$ cat config.mk
export PLATFORM = sky130hd
export DESIGN_NAME = button_debounce_long_press
export DESIGN_NICKNAME = d
export VERILOG_FILES = /design/src/rtl/core/bdlp_pkg.sv /design/src/rtl/core/bdlp_prescale.sv /design/src/rtl/core/bdlp_lane.sv /design/src/rtl/core/button_debounce_long_press.sv
export SDC_FILE = /design/constraint.sdc
export NUM_CORES = 1
export LEC_CHECK = 0
export BUFFER_PORTS_ARGS = -buffer_cell sky130_fd_sc_hd__buf_2
export CORE_MARGIN = 2
export CORE_UTILIZATION = 30
export CTS_CLUSTER_DIAMETER = 80
export DETAILED_ROUTE_END_ITERATION = 8
export SLEW_MARGIN = 20
export SYNTH_ARGS = -nofsm -noshare
export SYNTH_HDL_FRONTEND = slang
export SYNTH_SLANG_ARGS = --single-unit
$ cat constraint.sdc
create_clock -name clk -period 4.5 [get_ports clk]
set_input_delay 0.225 -clock clk [delete_from_list [all_inputs] [get_ports clk]]
set_output_delay 0.225 -clock clk [all_outputs]
set_load 0.005 [all_outputs]
$ cat src/rtl/core/bdlp_pkg.sv
`default_nettype none
package bdlp_pkg;

  // fixed field widths
  localparam int unsigned PIN_W    = 2;
  localparam int unsigned PERIOD_W = 8;
  localparam int unsigned COUNT_W  = 16;
  localparam int unsigned CODE_W   = 2;

  // item kinds carried in tuser
  localparam logic KIND_TICK = 1'b0;
  localparam logic KIND_READ = 1'b1;

  // key codes
  localparam logic [CODE_W-1:0] KEY_NONE  = 2'd0;
  localparam logic [CODE_W-1:0] KEY_SHORT = 2'd1;
  localparam logic [CODE_W-1:0] KEY_LONG  = 2'd2;

  // register indexes
  localparam logic [1:0] REG_ACTIVE_LEVELS = 2'd0;
  localparam logic [1:0] REG_SAMPLE_PERIOD = 2'd1;
  localparam logic [1:0] REG_LONG_SAMPLES  = 2'd2;

  // register reset values
  localparam logic [PIN_W-1:0]    ACTIVE_LEVELS_RST = 2'd0;
  localparam logic [PERIOD_W-1:0] SAMPLE_PERIOD_RST = 8'd10;
  localparam logic [COUNT_W-1:0]  LONG_SAMPLES_RST  = 16'd100;

  // prescaler status toward the top
  typedef struct packed {
    logic sample;
    logic busy;
  } presc_status_t;

  // per-button flags toward the merge stage
  typedef struct packed {
    logic new_key;
    logic long_flag;
  } lane_status_t;

endpackage
`default_nettype wire

$ cat src/rtl/core/bdlp_prescale.sv
`default_nettype none
module bdlp_prescale (
  input  wire                              clk,
  input  wire                              rst,
  input  wire                              tick,
  input  wire                              period_write,
  input  wire [bdlp_pkg::PERIOD_W-1:0]     sample_period,
  output bdlp_pkg::presc_status_t          status
);
  import bdlp_pkg::*;

  localparam int unsigned STEP_W = $clog2(PERIOD_W + 1);

  logic [PERIOD_W-1:0] prescale_count;
  logic [PERIOD_W-1:0] period;
  logic [PERIOD_W:0]   count_inc;
  logic [PERIOD_W-1:0] count_next;
  logic [STEP_W-1:0]   step_count;
  logic [PERIOD_W-1:0] div_src;
  logic [PERIOD_W-1:0] div_rem;
  logic [PERIOD_W:0]   trial;
  logic [PERIOD_W-1:0] rem_next;

  // zero period behaves as one
  assign period = (sample_period == '0) ? PERIOD_W'(1) : sample_period;

  // count wraps at the period
  always_comb begin
    count_inc = {1'b0, prescale_count} + (PERIOD_W+1)'(1);
    if (count_inc == {1'b0, period}) begin
      count_next = '0;
    end else begin
      count_next = count_inc[PERIOD_W-1:0];
    end
  end

  // one restoring remainder step per cycle
  always_comb begin
    trial = {div_rem, div_src[PERIOD_W-1]};
    if (trial >= {1'b0, period}) begin
      rem_next = PERIOD_W'(trial - {1'b0, period});
    end else begin
      rem_next = trial[PERIOD_W-1:0];
    end
  end

  // count register and remainder sequencer after a period change
  always_ff @(posedge clk) begin
    if (rst) begin
      prescale_count <= '0;
      step_count     <= '0;
    end else if (period_write) begin
      step_count <= STEP_W'(PERIOD_W);
      div_src    <= prescale_count;
      div_rem    <= '0;
    end else if (step_count != '0) begin
      step_count <= step_count - STEP_W'(1);
      div_src    <= {div_src[PERIOD_W-2:0], 1'b0};
      div_rem    <= rem_next;
      if (step_count == STEP_W'(1)) begin
        prescale_count <= rem_next;
      end
    end else if (tick) begin
      prescale_count <= count_next;
    end
  end

  assign status.busy   = (step_count != '0);
  assign status.sample = tick && (count_next == period - PERIOD_W'(1));

endmodule
`default_nettype wire

$ cat src/rtl/core/bdlp_lane.sv
`default_nettype none
module bdlp_lane (
  input  wire                             clk,
  input  wire                             rst,
  input  wire                             sample,
  input  wire                             pin,
  input  wire                             pressed,
  input  wire [bdlp_pkg::COUNT_W-1:0]     long_press_samples,
  input  wire                             clear_new,
  output bdlp_pkg::lane_status_t          status
);
  import bdlp_pkg::*;

  // the oldest sample is the middle one shifted out, so two registers
  // plus the incoming pin make up the three-sample window
  logic               sample_newest;
  logic               sample_middle;
  logic               stable_level;
  logic               new_key_flag;
  logic               long_flag;
  logic [COUNT_W-1:0] press_countdown;

  logic               stable_next;
  logic               new_key_next;
  logic               long_next;
  logic [COUNT_W-1:0] countdown_next;
  logic               settled;

  // all three samples agree on a level other than the stable one
  assign settled = (pin == sample_newest) && (sample_newest == sample_middle) &&
                   (pin != stable_level);

  // state update at a sample
  always_comb begin
    stable_next    = stable_level;
    new_key_next   = new_key_flag;
    long_next      = long_flag;
    countdown_next = press_countdown;
    if (press_countdown != '0) begin
      countdown_next = press_countdown - COUNT_W'(1);
      if (press_countdown == COUNT_W'(1)) begin
        long_next = 1'b1;
      end
    end
    if (settled) begin
      stable_next = pin;
      if (pin == pressed) begin
        countdown_next = long_press_samples;
      end else begin
        if (countdown_next != '0) begin
          new_key_next = 1'b1;
        end else begin
          long_next = 1'b0;
        end
        countdown_next = '0;
      end
    end
  end

  // history and flags
  always_ff @(posedge clk) begin
    if (rst) begin
      sample_newest   <= 1'b1;
      sample_middle   <= 1'b1;
      stable_level    <= 1'b1;
      new_key_flag    <= 1'b0;
      long_flag       <= 1'b0;
      press_countdown <= '0;
    end else if (sample) begin
      sample_middle   <= sample_newest;
      sample_newest   <= pin;
      stable_level    <= stable_next;
      new_key_flag    <= new_key_next;
      long_flag       <= long_next;
      press_countdown <= countdown_next;
    end else if (clear_new) begin
      new_key_flag <= 1'b0;
    end
  end

  assign status.new_key   = new_key_flag;
  assign status.long_flag = long_flag;

endmodule
`default_nettype wire

$ cat src/rtl/core/button_debounce_long_press.sv
`default_nettype none
// channel   dir  payload                                        handshake
// s_axis    in   tuser: kind; tdata: button, pin_levels         s_tvalid/s_tready
// m_axis    out  tdata: key_code, long_active                   m_tvalid/m_tready
// apb       in   active_levels @0, sample_period @4, long @8    psel/penable
//
// one beat per clock on the input while s_tready is high; a tick beat gives no result,
// a read gives one result, registered in the output register or, if that is held, in
// the one-deep skid behind it; s_tready drops while the skid holds a beat or the
// prescaler is busy; writing sample_period starts a remainder pass on the prescale
// count, during which s_tready is low
// synchronous reset clears all flags and counters; buttons start released
module button_debounce_long_press #(
  parameter int unsigned NUM_BUTTONS = 2
) (
  input  wire         clk,
  input  wire         rst,
  // slave side
  input  wire         s_tvalid,
  output logic        s_tready,
  input  wire  [7:0]  s_tdata,   // [0] button, [2:1] pin_levels, [7:3] zero
  input  wire         s_tuser,   // [0] kind
  // master side
  output logic        m_tvalid,
  input  wire         m_tready,
  output logic [7:0]  m_tdata,   // [1:0] key_code, [2] long_active, [7:3] zero
  // configuration
  input  wire         psel,
  input  wire         penable,
  input  wire         pwrite,
  input  wire  [3:0]  paddr,
  input  wire  [31:0] pwdata,
  output logic [31:0] prdata,
  output logic        pready
);
  import bdlp_pkg::*;

  logic [PIN_W-1:0]    active_levels;
  logic [PERIOD_W-1:0] sample_period;
  logic [COUNT_W-1:0]  long_press_samples;

  logic                cfg_write;
  logic [1:0]          cfg_index;
  logic                in_beat;
  logic                tick_beat;
  logic                read_beat;
  logic                button;
  logic [PIN_W-1:0]    pin_levels;

  presc_status_t       presc;
  lane_status_t        lane_stat [NUM_BUTTONS];
  logic [NUM_BUTTONS-1:0] lane_sel;

  logic [CODE_W-1:0]   res_code;
  logic                res_long;
  logic [CODE_W-1:0]   out_code;
  logic                out_long;
  logic                skid_valid;
  logic [CODE_W-1:0]   skid_code;
  logic                skid_long;

  // apb register file
  assign pready    = 1'b1;
  assign cfg_index = paddr[3:2];
  assign cfg_write = psel && penable && pwrite && pready;

  always_ff @(posedge clk) begin
    if (rst) begin
      active_levels      <= ACTIVE_LEVELS_RST;
      sample_period      <= SAMPLE_PERIOD_RST;
      long_press_samples <= LONG_SAMPLES_RST;
    end else if (cfg_write) begin
      case (cfg_index)
        REG_ACTIVE_LEVELS: active_levels      <= pwdata[PIN_W-1:0];
        REG_SAMPLE_PERIOD: sample_period      <= pwdata[PERIOD_W-1:0];
        REG_LONG_SAMPLES:  long_press_samples <= pwdata[COUNT_W-1:0];
        default: ;
      endcase
    end
  end

  always_comb begin
    case (cfg_index)
      REG_ACTIVE_LEVELS: prdata = 32'(active_levels);
      REG_SAMPLE_PERIOD: prdata = 32'(sample_period);
      REG_LONG_SAMPLES:  prdata = 32'(long_press_samples);
      default:           prdata = '0;
    endcase
  end

  // input beat decode
  assign s_tready   = !presc.busy && !skid_valid;
  assign in_beat    = s_tvalid && s_tready;
  assign tick_beat  = in_beat && (s_tuser == KIND_TICK);
  assign read_beat  = in_beat && (s_tuser == KIND_READ);
  assign button     = s_tdata[0];
  assign pin_levels = s_tdata[PIN_W:1];

  bdlp_prescale u_prescale (
    .clk           (clk),
    .rst           (rst),
    .tick          (tick_beat),
    .period_write  (cfg_write && (cfg_index == REG_SAMPLE_PERIOD)),
    .sample_period (sample_period),
    .status        (presc)
  );

  // one lane per button; buttons past the pin field see level zero
  for (genvar b = 0; b < NUM_BUTTONS; b++) begin : g_lane
    logic pin_b;
    logic pressed_b;
    if (b < PIN_W) begin : g_pin
      assign pin_b     = pin_levels[b];
      assign pressed_b = active_levels[b];
    end else begin : g_nopin
      assign pin_b     = 1'b0;
      assign pressed_b = 1'b0;
    end
    assign lane_sel[b] = ({31'b0, button} == 32'(b));

    bdlp_lane u_lane (
      .clk                (clk),
      .rst                (rst),
      .sample             (presc.sample),
      .pin                (pin_b),
      .pressed            (pressed_b),
      .long_press_samples (long_press_samples),
      .clear_new          (read_beat && lane_sel[b]),
      .status             (lane_stat[b])
    );
  end

  // merge: pick the addressed lane, a missing button reads as no key
  always_comb begin
    res_code = KEY_NONE;
    res_long = 1'b0;
    for (int b = 0; b < NUM_BUTTONS; b++) begin
      if (lane_sel[b]) begin
        res_long = lane_stat[b].long_flag;
        if (lane_stat[b].new_key) begin
          res_code = KEY_SHORT;
        end else if (lane_stat[b].long_flag) begin
          res_code = KEY_LONG;
        end
      end
    end
  end

  // output register with one-deep skid
  always_ff @(posedge clk) begin
    if (rst) begin
      m_tvalid   <= 1'b0;
      skid_valid <= 1'b0;
    end else begin
      if (skid_valid && m_tready) begin
        out_code   <= skid_code;
        out_long   <= skid_long;
        skid_valid <= 1'b0;
      end else if (read_beat) begin
        if (m_tvalid && !m_tready) begin
          skid_code  <= res_code;
          skid_long  <= res_long;
          skid_valid <= 1'b1;
        end else begin
          out_code <= res_code;
          out_long <= res_long;
          m_tvalid <= 1'b1;
        end
      end else if (m_tready) begin
        m_tvalid <= 1'b0;
      end
    end
  end

  assign m_tdata = {5'b0, out_long, out_code};

  // no beat taken during the remainder pass
  a_busy_blocks: assert property (@(posedge clk) disable iff (rst)
    presc.busy |-> !in_beat) else $error("input taken while prescaler busy");

  // skid only fills behind a held output
  a_skid_behind: assert property (@(posedge clk) disable iff (rst)
    skid_valid |-> m_tvalid) else $error("skid holds a beat with output empty");

  // samples come only from accepted ticks
  a_sample_tick: assert property (@(posedge clk) disable iff (rst)
    presc.sample |-> tick_beat) else $error("sample without tick beat");

  // a read with the output free shows its result next cycle
  a_read_lands: assert property (@(posedge clk) disable iff (rst)
    read_beat && (!m_tvalid || m_tready) && !skid_valid |=>
      m_tvalid && (out_code == $past(res_code)))
    else $error("read result not presented");

endmodule
`default_nettype wire
=== Word-level counts from Yosys, hierarchy flattened ===
Index checks and enable logic that the tools add are counted.

* Word-level logic and storage cells: 163
* Memories kept: 0
* Bits in latches: 0
* Flip-flop bits (word level): 104
* Input port bits: 52
* RAM bits: 0
* Bits in read-only memories: 0

* Eq/ne operators: 24
* Reductions and logical operators: 47
* Add/sub/neg operators: 6
* $mul: 0
* Divide/modulo/power cells: 0
* $lt $le $gt $ge: 1
* Shifts and indexed selects: 0
* Bitwise operators: 5
* Muxes and demuxes: 54

{| class="wikitable"
|+ Operators with widths
! cell !! number
|-
| 16-bit 2-to-1 mux || 6
|-
| 8-bit 2-to-1 mux || 9
|-
| 16-bit nonzero test || 4
|-
| 16-bit one-hot mux with 3 select lines || 1
|-
| 16-bit by 1-bit == test with 1-bit output (second input constant) || 2
|-
| 16-bit by 1-bit subtractor with 16-bit output (second input constant) || 2
|-
| 1-bit 2-to-1 mux || 27
|-
| 2-bit 2-to-1 mux || 9
|-
| 1-bit logical AND || 16
|-
| 2-bit AND reduction || 7
|-
| 2-bit inequality test (second input constant) || 6
|-
| 4-bit AND reduction || 3
|-
| 2-bit nonzero test || 6
|-
| 8-bit by 1-bit adder with 9-bit output (second input constant) || 1
|-
| 9-bit by 8-bit == test with 1-bit output || 1
|-
| 9-bit by 8-bit greater-or-equal comparator with 1-bit output || 1
|-
| 3-bit AND reduction || 3
|-
| 8-bit == test || 1
|-
| 8-bit zero test || 1
|-
| 4-bit 2-to-1 mux || 2
|-
| 8-bit by 1-bit subtractor with 8-bit output (second input constant) || 1
|-
| 8-bit subtractor || 1
|-
| 1-bit == test || 6
|-
| 2-bit by 1-bit inequality test with 1-bit output (second input constant) || 3
|-
| 10 further kinds || 18
|}

=== Depth between registers and ports, before layout ===
Gate-level depths: netlist (run 1).

* Word-level depth: 9
* Mapped depth: 14
* Gate-level depth less buffers: 13

=== Cells and area by module ===
From an unflattened synthesis (run 1), not the netlist that was laid out.

* Cells, all modules: 856
* Area, all modules: 7474.7 um2

{| class="wikitable"
|+ By module, submodules not included
! module !! cells each !! seq. area each (um2) !! times used !! area an instance (um2)
|-
| bdlp_lane || 197 || 420.4 || 2 || 1589.0
|-
| bdlp_prescale || 266 || 720.7 || 1 || 2412.3
|-
| button_debounce_long_press || 196 || 740.7 || 1 || 1884.3
|}

=== Worst setup path after synthesis (run 1) ===
Ideal clock, no wire load.

* Path type: register -> register
* Start point: register sample_period[2]
* End point: register u_prescale.prescale_count[6]
* Period minus slack after synthesis: 3176 ps
* Slack: 1324 ps
* Path buffers: 0
* Cell stages (with the launch flop): 13
* Arrival time: 3105 ps
* Data required time: 4430 ps
* Cell sequence: dfxtp_1 -> nor4_4 -> a21o_4 -> ha_1 -> inv_1 -> fa_1 -> a21boi_0 -> o31ai_1 -> maj3_1 -> a21o_1 -> o311a_1 -> or3_1 -> a21oi_1

* Word-level cells in the longest chain between the ends: 6
* Elaborated cells on any way between the ends: 10

{| class="wikitable"
|+ RTL lines
! item !! line !! source
|-
| start, declared || button_debounce_long_press.sv:39 || <nowiki>logic [PERIOD_W-1:0] sample_period;</nowiki>
|-
| start signal, assigned || button_debounce_long_press.sv:75 || <nowiki>REG_SAMPLE_PERIOD: sample_period <= pwdata[PERIOD_W-1:0];</nowiki>
|-
| 8-bit zero test || bdlp_prescale.sv:25 || <nowiki>assign period = (sample_period == '0) ? PERIOD_W'(1) : sample_period;</nowiki>
|-
| 8-bit 2-to-1 mux * || bdlp_prescale.sv:25 ||
|-
| 8-bit subtractor (tied with other cells) || bdlp_prescale.sv:41 || <nowiki>rem_next = PERIOD_W'(trial - {1'b0, period});</nowiki>
|-
| 8-bit 2-to-1 mux (on tied branches) || bdlp_prescale.sv:40, bdlp_prescale.sv:30 ||
|-
| 8-bit 2-to-1 mux (on tied branches) || bdlp_prescale.sv:60, bdlp_prescale.sv:63 ||
|-
| 8-bit 2-to-1 mux * || bdlp_prescale.sv:56 || <nowiki>end else if (step_count != '0) begin</nowiki>
|-
| end signal, assigned || bdlp_prescale.sv:61 || <nowiki>prescale_count <= rem_next;</nowiki>
|-
| end signal, assigned || bdlp_prescale.sv:64 || <nowiki>prescale_count <= count_next;</nowiki>
|-
| end, declared || bdlp_prescale.sv:14 || <nowiki>logic [PERIOD_W-1:0] prescale_count;</nowiki>
|}

Every way passes the cells marked *; elsewhere a longest branch is shown, timed or not. The select of a mux whose other input is x is not followed.
A chain may end at the register's enable or synchronous reset.

=== Worst setup path in the final report (run 1) ===
* Start point: register sample_period[2]
* End point: register g_lane[1].u_lane.press_countdown[2]

* Word-level cells in the longest chain between the ends: 6
* Elaborated cells on any way between the ends: 7

{| class="wikitable"
|+ RTL lines
! item !! line !! source
|-
| 8-bit zero test || bdlp_prescale.sv:25 ||
|-
| 8-bit 2-to-1 mux * || bdlp_prescale.sv:25 ||
|-
| branches (longest 2 deep; another with 8-bit by 1-bit subtractor with 8-bit output) || n/a ||
|-
| 8-bit == test * || bdlp_prescale.sv:69 || <nowiki>assign status.sample = tick && (count_next == period - PERIOD_W'(1));</nowiki>
|-
| 1-bit logical AND * || bdlp_prescale.sv:69 ||
|-
| end signal, assigned || bdlp_lane.sv:75 || <nowiki>press_countdown <= countdown_next;</nowiki>
|-
| end, declared || bdlp_lane.sv:21 || <nowiki>logic [COUNT_W-1:0] press_countdown;</nowiki>
|}

Mark *: on every way between the ends.

==> flow_summary.ini, run 1 <==
[cts]
cts_tree = yes
htree_levels = 3
cts-hold-fix-buffers = 0
clkTransAtPathRegs_ns = 0.07
cts_root_buf = clkbuf_16
cts_buffers = 9
clkSinkCount = 104
clock_latency_ns = 0.36
clock_path_buffers = 2
cts_setup_buffers = 0
cts_resized = 0

[power_and_ir_drop]
p_seq_share_pct = 29.7
power_frac_clock_pct = 21.2
pwr-share-comb_pct = 49.1
ir_drop_mv = 0.310
p_int_mw = 2.51
leakage_nw = 3.00
p_total_mw = 4.30
p_per_area_mw_per_mm2 = 533
switchingPower_mw = 1.79
p_sw_share_pct = 41.7

[setup_path]
cp-end-kind = flip-flop
worstSetupPathType = flip-flop to flip-flop
crit_chain = nor4_4 -> a21o_4 -> inv_2 -> ha_1 -> and3_1 -> or2_2 -> and2_1 -> a2111oi_4 -> a21boi_4 -> nand3_1 -> a221oi_1
crit_slowest_cell = a21boi_4
r2r-start = sample_period[2]$_SDFFE_PP0P_
critPathLaunchType = flip-flop
crit_start = sample_period[2]$_SDFFE_PP0P_
crit_fanout = 23
cp_data_required_time_ns = 4.76
critical-path-max-stage-delay_ns = 0.72
cp_data_arrival_time_ns = 4.15

[synthesis]
yosysUniqueCellTypes = 90
synth_area_mm2 = 0.00733
synth_top_family_by_area = simple AND/OR/NAND/NOR gates
synthSimpleGateAreaFrac_pct = 26.1
ys_seq_area_share_pct = 31.4
synthesis.instances = 904
synth-adder-area-share_pct = 3.21
synth_xor_area_share_pct = 4.25
synth_compound_area_share_pct = 24.4
synth_edf_count = 22
synthMuxAreaShare_pct = 2.97
ys_async_sr_fraction_pct = 0
ys_warn_count = 0
ys_seq_elements = 104
synth_ff_type = dfxtp_1
postSynthAreaPerCell_um2 = 8.11

[cells_and_area]
antenna_cells = 0
drive_above_1_share_pct = 13.7
stdcell_area_mm2 = 0.00806
area_growth_pct = 10.0
layout.cells.non_filler = 1244
layout_commonest_cell = nand2_1
layout_common_cells = 102 x nand2_1, 82 x dfxtp_1, 71 x a21oi_1
fin_nets = 982
final_util_pct = 33.3

[timing]
setup_tns_ns = 0
finalHoldViolations = 0
fin_crit_sh_pct = 86.2
fin_crit_ns = 3.88
layout_setup_ws_ns = 0.619
finalSetupViolations = 0
finClkSkew_ns = 0.00886
timing.hold.ws_ns = 0.0963
relSlewSlack_pct = 33.4
worst_pin_slew_ns = 0.990
clock.fmax_ghz = 0.258
grt_setup_unrepaired = false
maxSlewViolCount = 0

[die]
die_x_um = 160
die_area_mm2 = 0.0257
rows = 57
ios = 95
fp.dieH_um = 160
core_mm2 = 0.0242
start_util_pct = 30.3

[place]
numPortBuffers = 49
place_area_mm2 = 0.00771
preCtsSetupSlack_ns = 0.666
dp.cells = 1228
hpwl_um = 15300
gp_congestion = 0.866

[grt]
grt_pass1_wl_um = 34800
antenna_found_initial = 0
grt-ovfl-total = 0
grt_max_degree = 50
grt_pass1_vias = 6374
track_usage_pct = 16.9

[detailed_routing]
ant_nets = 0
initialDrtViolationCount = 517
via_count = 6861
routed-wl-met3_um = 1170
drt-total-wl_um = 21400
routed_via_density = 5.52
wl_per_cell_um = 17.2
top_layer = met4
drt_first_pass_iters = 4
met1Wirelength_um = 9870
drcViolationCount = 0
dr_wl_met2_um = 10000

[hold_path]
hold_start = pwdata[5]
hp-class = primary input to flip-flop

[outcome]
status = complete, no violations

[run]
drv_cap = 0
-- worst paths after layout --
check	endpoint	slack, ns	cells past startpoint
max	g_lane[1].u_lane.press_countdown[2]$_SDFFE_PP0N_	0.62	11
max reg2reg	g_lane[1].u_lane.press_countdown[2]$_SDFFE_PP0N_	0.62	11
min reg2reg	g_lane[0].u_lane.new_key_flag$_SDFFE_PP0P_	0.51	1
min	long_press_samples[5]$_SDFFE_PP1P_	0.1	3
-- sequential cells by signal, indices dropped and copies added, names as in the netlist, 2 cells and up --
| signal | flops |
|---|---|
| u_prescale.div_rem | 8 |
| g_lane.u_lane.new_key_flag | 2 |
| u_prescale.div_src | 8 |
| u_prescale.step_count | 4 |
| g_lane.u_lane.stable_level | 2 |
| g_lane.u_lane.press_countdown | 32 |
| active_levels | 2 |
| sample_period | 8 |
| long_press_samples | 16 |
| g_lane.u_lane.long_flag | 2 |
| out_code | 2 |
| skid_code | 2 |
| g_lane.u_lane.sample_newest | 2 |
| u_prescale.prescale_count | 8 |
| g_lane.u_lane.sample_middle | 2 |
-- Yosys cell counts (all sizes together), types with 14 or more instances --
cell    number  area share, %
a21oi       71            4.8
a31oi       26            2.2
and2        17            1.5
buf         43            4.2
clkbuf      37            1.9
dfxtp       82             22
edfxtp      22            9.0
ha          14            2.4
inv         28            1.4
mux2i       15            2.0
nand2      104            5.4
nand3       39            2.7
nand4       14            1.2
nor2        65            3.4
nor2b       14            1.2
nor3        30            2.0
nor4        14            1.6
o21ai       37            2.9
o31ai       18            2.0
xnor2       21            2.5
-- critical path, delay by kind of cell (launching register included) --
family	cells	cell delay, ns
AO/OA/AOI/OAI	4	1.60
flip-flops	1	0.53
AND/OR/NAND/NOR	5	1.34
buffers and inverters	1	0.06
adder cells (fa/ha/maj)	1	0.24
-- power groups by stage --
stage	logic [mW]	clock network [mW]	registers [mW]
after floorplan	1.72	0	1.22
after global placement	2.06	0	1.29
after detailed placement	2.08	0	1.29
after CTS	2.09	0.925	1.27
after global routing	2.36	0.959	1.30
final	2.11	0.910	1.28
-- kinds of logic (layout without fill, tap and decap cells) --
kind of cell	Yosys count	after routing
and+or+nand+nor	368	368
AOI/OAI and AO/OA	247	247
buffers and inverters	109	105
DFF	104	104
xor gates and xnor gates	34	34
muxes	21	21
adders and majority gates	19	19
other	2	22
-- area by class of cell --
| type | instances | area [µm²] |
|---|---|---|
| Tap cell | 324 | 405 |
| Clock inverter | 2 | 60.1 |
| Timing Repair Buffer | 60 | 328 |
| Sequential cell | 104 | 2300 |
| Clock buffer | 14 | 285 |
| Fill cell | 2542 | 16100 |
| Multi-Input combinational cell | 711 | 4570 |
| Inverter | 29 | 109 |
-- metal layers --
| metal | vias up | track usage, % |
|---|---|---|
| met5 | - | 0 |
| met1 | 3287 | 22.9 |
| met4 | 0 | 5.00 |
| met2 | 227 | 27.5 |
| met3 | 25 | 3.05 |
| li1 | 3322 | - |
No activity file was read; power rests on OpenSTA's default activity.
==> run 2, diff against run 1 <==
--- a/config.mk
+++ b/config.mk
@@ -7,7 +7,7 @@
 export LEC_CHECK = 0
 export BUFFER_PORTS_ARGS = -buffer_cell sky130_fd_sc_hd__buf_2
 export CORE_MARGIN = 2
-export CORE_UTILIZATION = 30
+export CORE_UTILIZATION = 32
 export CTS_CLUSTER_DIAMETER = 80
 export DETAILED_ROUTE_END_ITERATION = 8
 export SLEW_MARGIN = 20
==> run 2 against run 1 <==
  * Combinational power is essentially flat
  * Clock power shrank 16%
  * Non-clock buffer count grew 1
  * Sequential cell count is the same
  * Critical path type unchanged
  * Critical endpoint is now g_lane[1].u_lane.stable_level$_SDFFE_PP1P_
  * Largest cell class unchanged
  * Largest power group unchanged
==> flow_summary.ini, run 2 (synthesis gave the netlist of run 1 again) <==
[detailed_routing]
drt-total-wl_um = 21300
ant_nets = 0
initialDrtViolationCount = 582
wl_per_cell_um = 17.7
via_count = 6892
drt_first_pass_iters = 5
routed_via_density = 5.71
drcViolationCount = 0

[run]
drv_cap = 0

[grt]
grt-ovfl-total = 0
antenna_found_initial = 1
grt_pass1_vias = 6511
grt_pass1_wl_um = 34900
grt_max_degree = 75
track_usage_pct = 18.1

[cells_and_area]
largest_reg_flops = 32
top_register = g_lane.u_lane.press_countdown
num-fill-cells = 2359
layout.cells.non_filler = 1207
fin_nets = 983
largestRegisters = g_lane.u_lane.press_countdown (32), long_press_samples (16)
final_util_pct = 35.2
drive_above_1_share_pct = 13.7
layout_commonest_cell = nand2_1
area_growth_pct = 8.28
layout_common_cells = 103 x nand2_1, 82 x dfxtp_1, 71 x a21oi_1

[cts]
clock_path_buffers = 2
cts_tree = yes
cts_root_buf = clkbuf_16
cts_setup_buffers = 0
clkSinkCount = 104
htree_levels = 3
clkTransAtPathRegs_ns = 0.07
cts-hold-fix-buffers = 0
cts_resized = 0
cts_buffers = 9
clock_latency_ns = 0.36

[power_and_ir_drop]
switchingPower_mw = 1.81
ir_drop_mv = 0.284
p_int_mw = 2.34
p_per_area_mw_per_mm2 = 523
p_seq_share_pct = 30.9
power_frac_clock_pct = 18.3
p_sw_share_pct = 43.6
leakage_nw = 2.97
pwr-share-comb_pct = 50.8

[timing]
clock.fmax_ghz = 0.258
finalHoldViolations = 0
maxSlewViolCount = 0
fin_crit_sh_pct = 86.2
relSlewSlack_pct = 25.4
finClkSkew_ns = 0.00649
setup_tns_ns = 0
timing.hold.ws_ns = 0.0897
grt_setup_unrepaired = false
worst_pin_slew_ns = 1.11
finalSetupViolations = 0
fin_crit_ns = 3.88

[place]
hpwl_um = 15300
numPortBuffers = 49
gp_congestion = 0.939
dp.cells = 1190

[setup_path]
cp_data_arrival_time_ns = 4.17
crit_slowest_cell = dfxtp_1
cp_data_required_time_ns = 4.79
worstSetupPathType = flip-flop to flip-flop
crit_fanout = 20
crit_chain = ha_1 -> nand3_1 -> o21ai_1 -> mux2i_1 -> nor4_2 -> a31oi_1 -> and2_2 -> nor3_1 -> mux2i_1
critical-path-max-stage-delay_ns = 0.65
critPathLaunchType = flip-flop
cp_common_cell = mux2i_1
cp-end-kind = flip-flop

[die]
fp.dieH_um = 155
ios = 95
core_mm2 = 0.0226
die_x_um = 155
start_util_pct = 32.5
rows = 55
die_area_mm2 = 0.0241

[hold_path]
hp-class = primary input to flip-flop

[outcome]
status = complete, no violations
-- run 2: through the flow --
stage | total power, mW | worst slack, ns | area, µm²
4_1_cts | 4.14 | 0.636 | 7930
3_5_place_dp | 3.38 | 0.630 | 7660
3_3_place_gp | 3.35 | 0.709 | 7660
6_report | 4.15 | 0.622 | 7940
5_1_grt | 4.49 | 0.352 | 7930
2_1_floorplan | 2.94 | 1.32 | 7400
-- run 2: power groups by stage --
stage          Combinational, mW  Sequential (mW)  Clock [mW]
2_1_floorplan               1.72             1.22           0
4_1_cts                     2.09             1.28       0.779
5_1_grt                     2.38             1.30       0.813
6_report                    2.11             1.28       0.761
3_3_place_gp                2.06             1.29           0
3_5_place_dp                2.08             1.30           0
-- run 2: worst max-delay path: cells and delay by family, from the launching register on --
kind	cells	cell delay, ns
and+or+nand+nor	4	1.77
DFF	1	0.65
AOI/OAI and AO/OA	2	0.58
muxes	2	0.41
adders and majority gates	1	0.39
-- run 2: routing by layer --
| metal | track usage (%) | share of wire, % | up-vias |
|---|---|---|---|
| met5 | 0 | 0 | - |
| met4 | 4.94 | 1.6 | 0 |
| met3 | 3.82 | 5.7 | 33 |
| met2 | 30.1 | 47 | 236 |
| met1 | 23.7 | 46 | 3294 |
| li1 | - | - | 3329 |
-- run 2: cell type report --
class	instances	area (µm²)	share of cell area, %
Tap cell	285	357	4.49
Clock buffer	11	243	3.06
Antenna cell	1	2.50	0.0315
Sequential cell	104	2300	29.0
Multi-Input combinational cell	711	4560	57.4
Clock inverter	5	30.0	0.378
Timing Repair Buffer	61	335	4.23
Inverter	29	109	1.37
-- run 2: path summary, 6_finish.rpt --
path | start | to | slack, ns | cells past startpoint
worst max-delay path | u_prescale.prescale_count[0]$_SDFFE_PP0P_ | g_lane[1].u_lane.stable_level$_SDFFE_PP1P_ | 0.62 | 9
worst min register to register | g_lane[0].u_lane.new_key_flag$_SDFFE_PP0P_ | g_lane[0].u_lane.new_key_flag$_SDFFE_PP0P_ | 0.50 | 1
worst min-delay path | pwdata[5] | long_press_samples[5]$_SDFFE_PP1P_ | 0.09 | 3
worst max register to register | u_prescale.prescale_count[0]$_SDFFE_PP0P_ | g_lane[1].u_lane.stable_level$_SDFFE_PP1P_ | 0.62 | 9
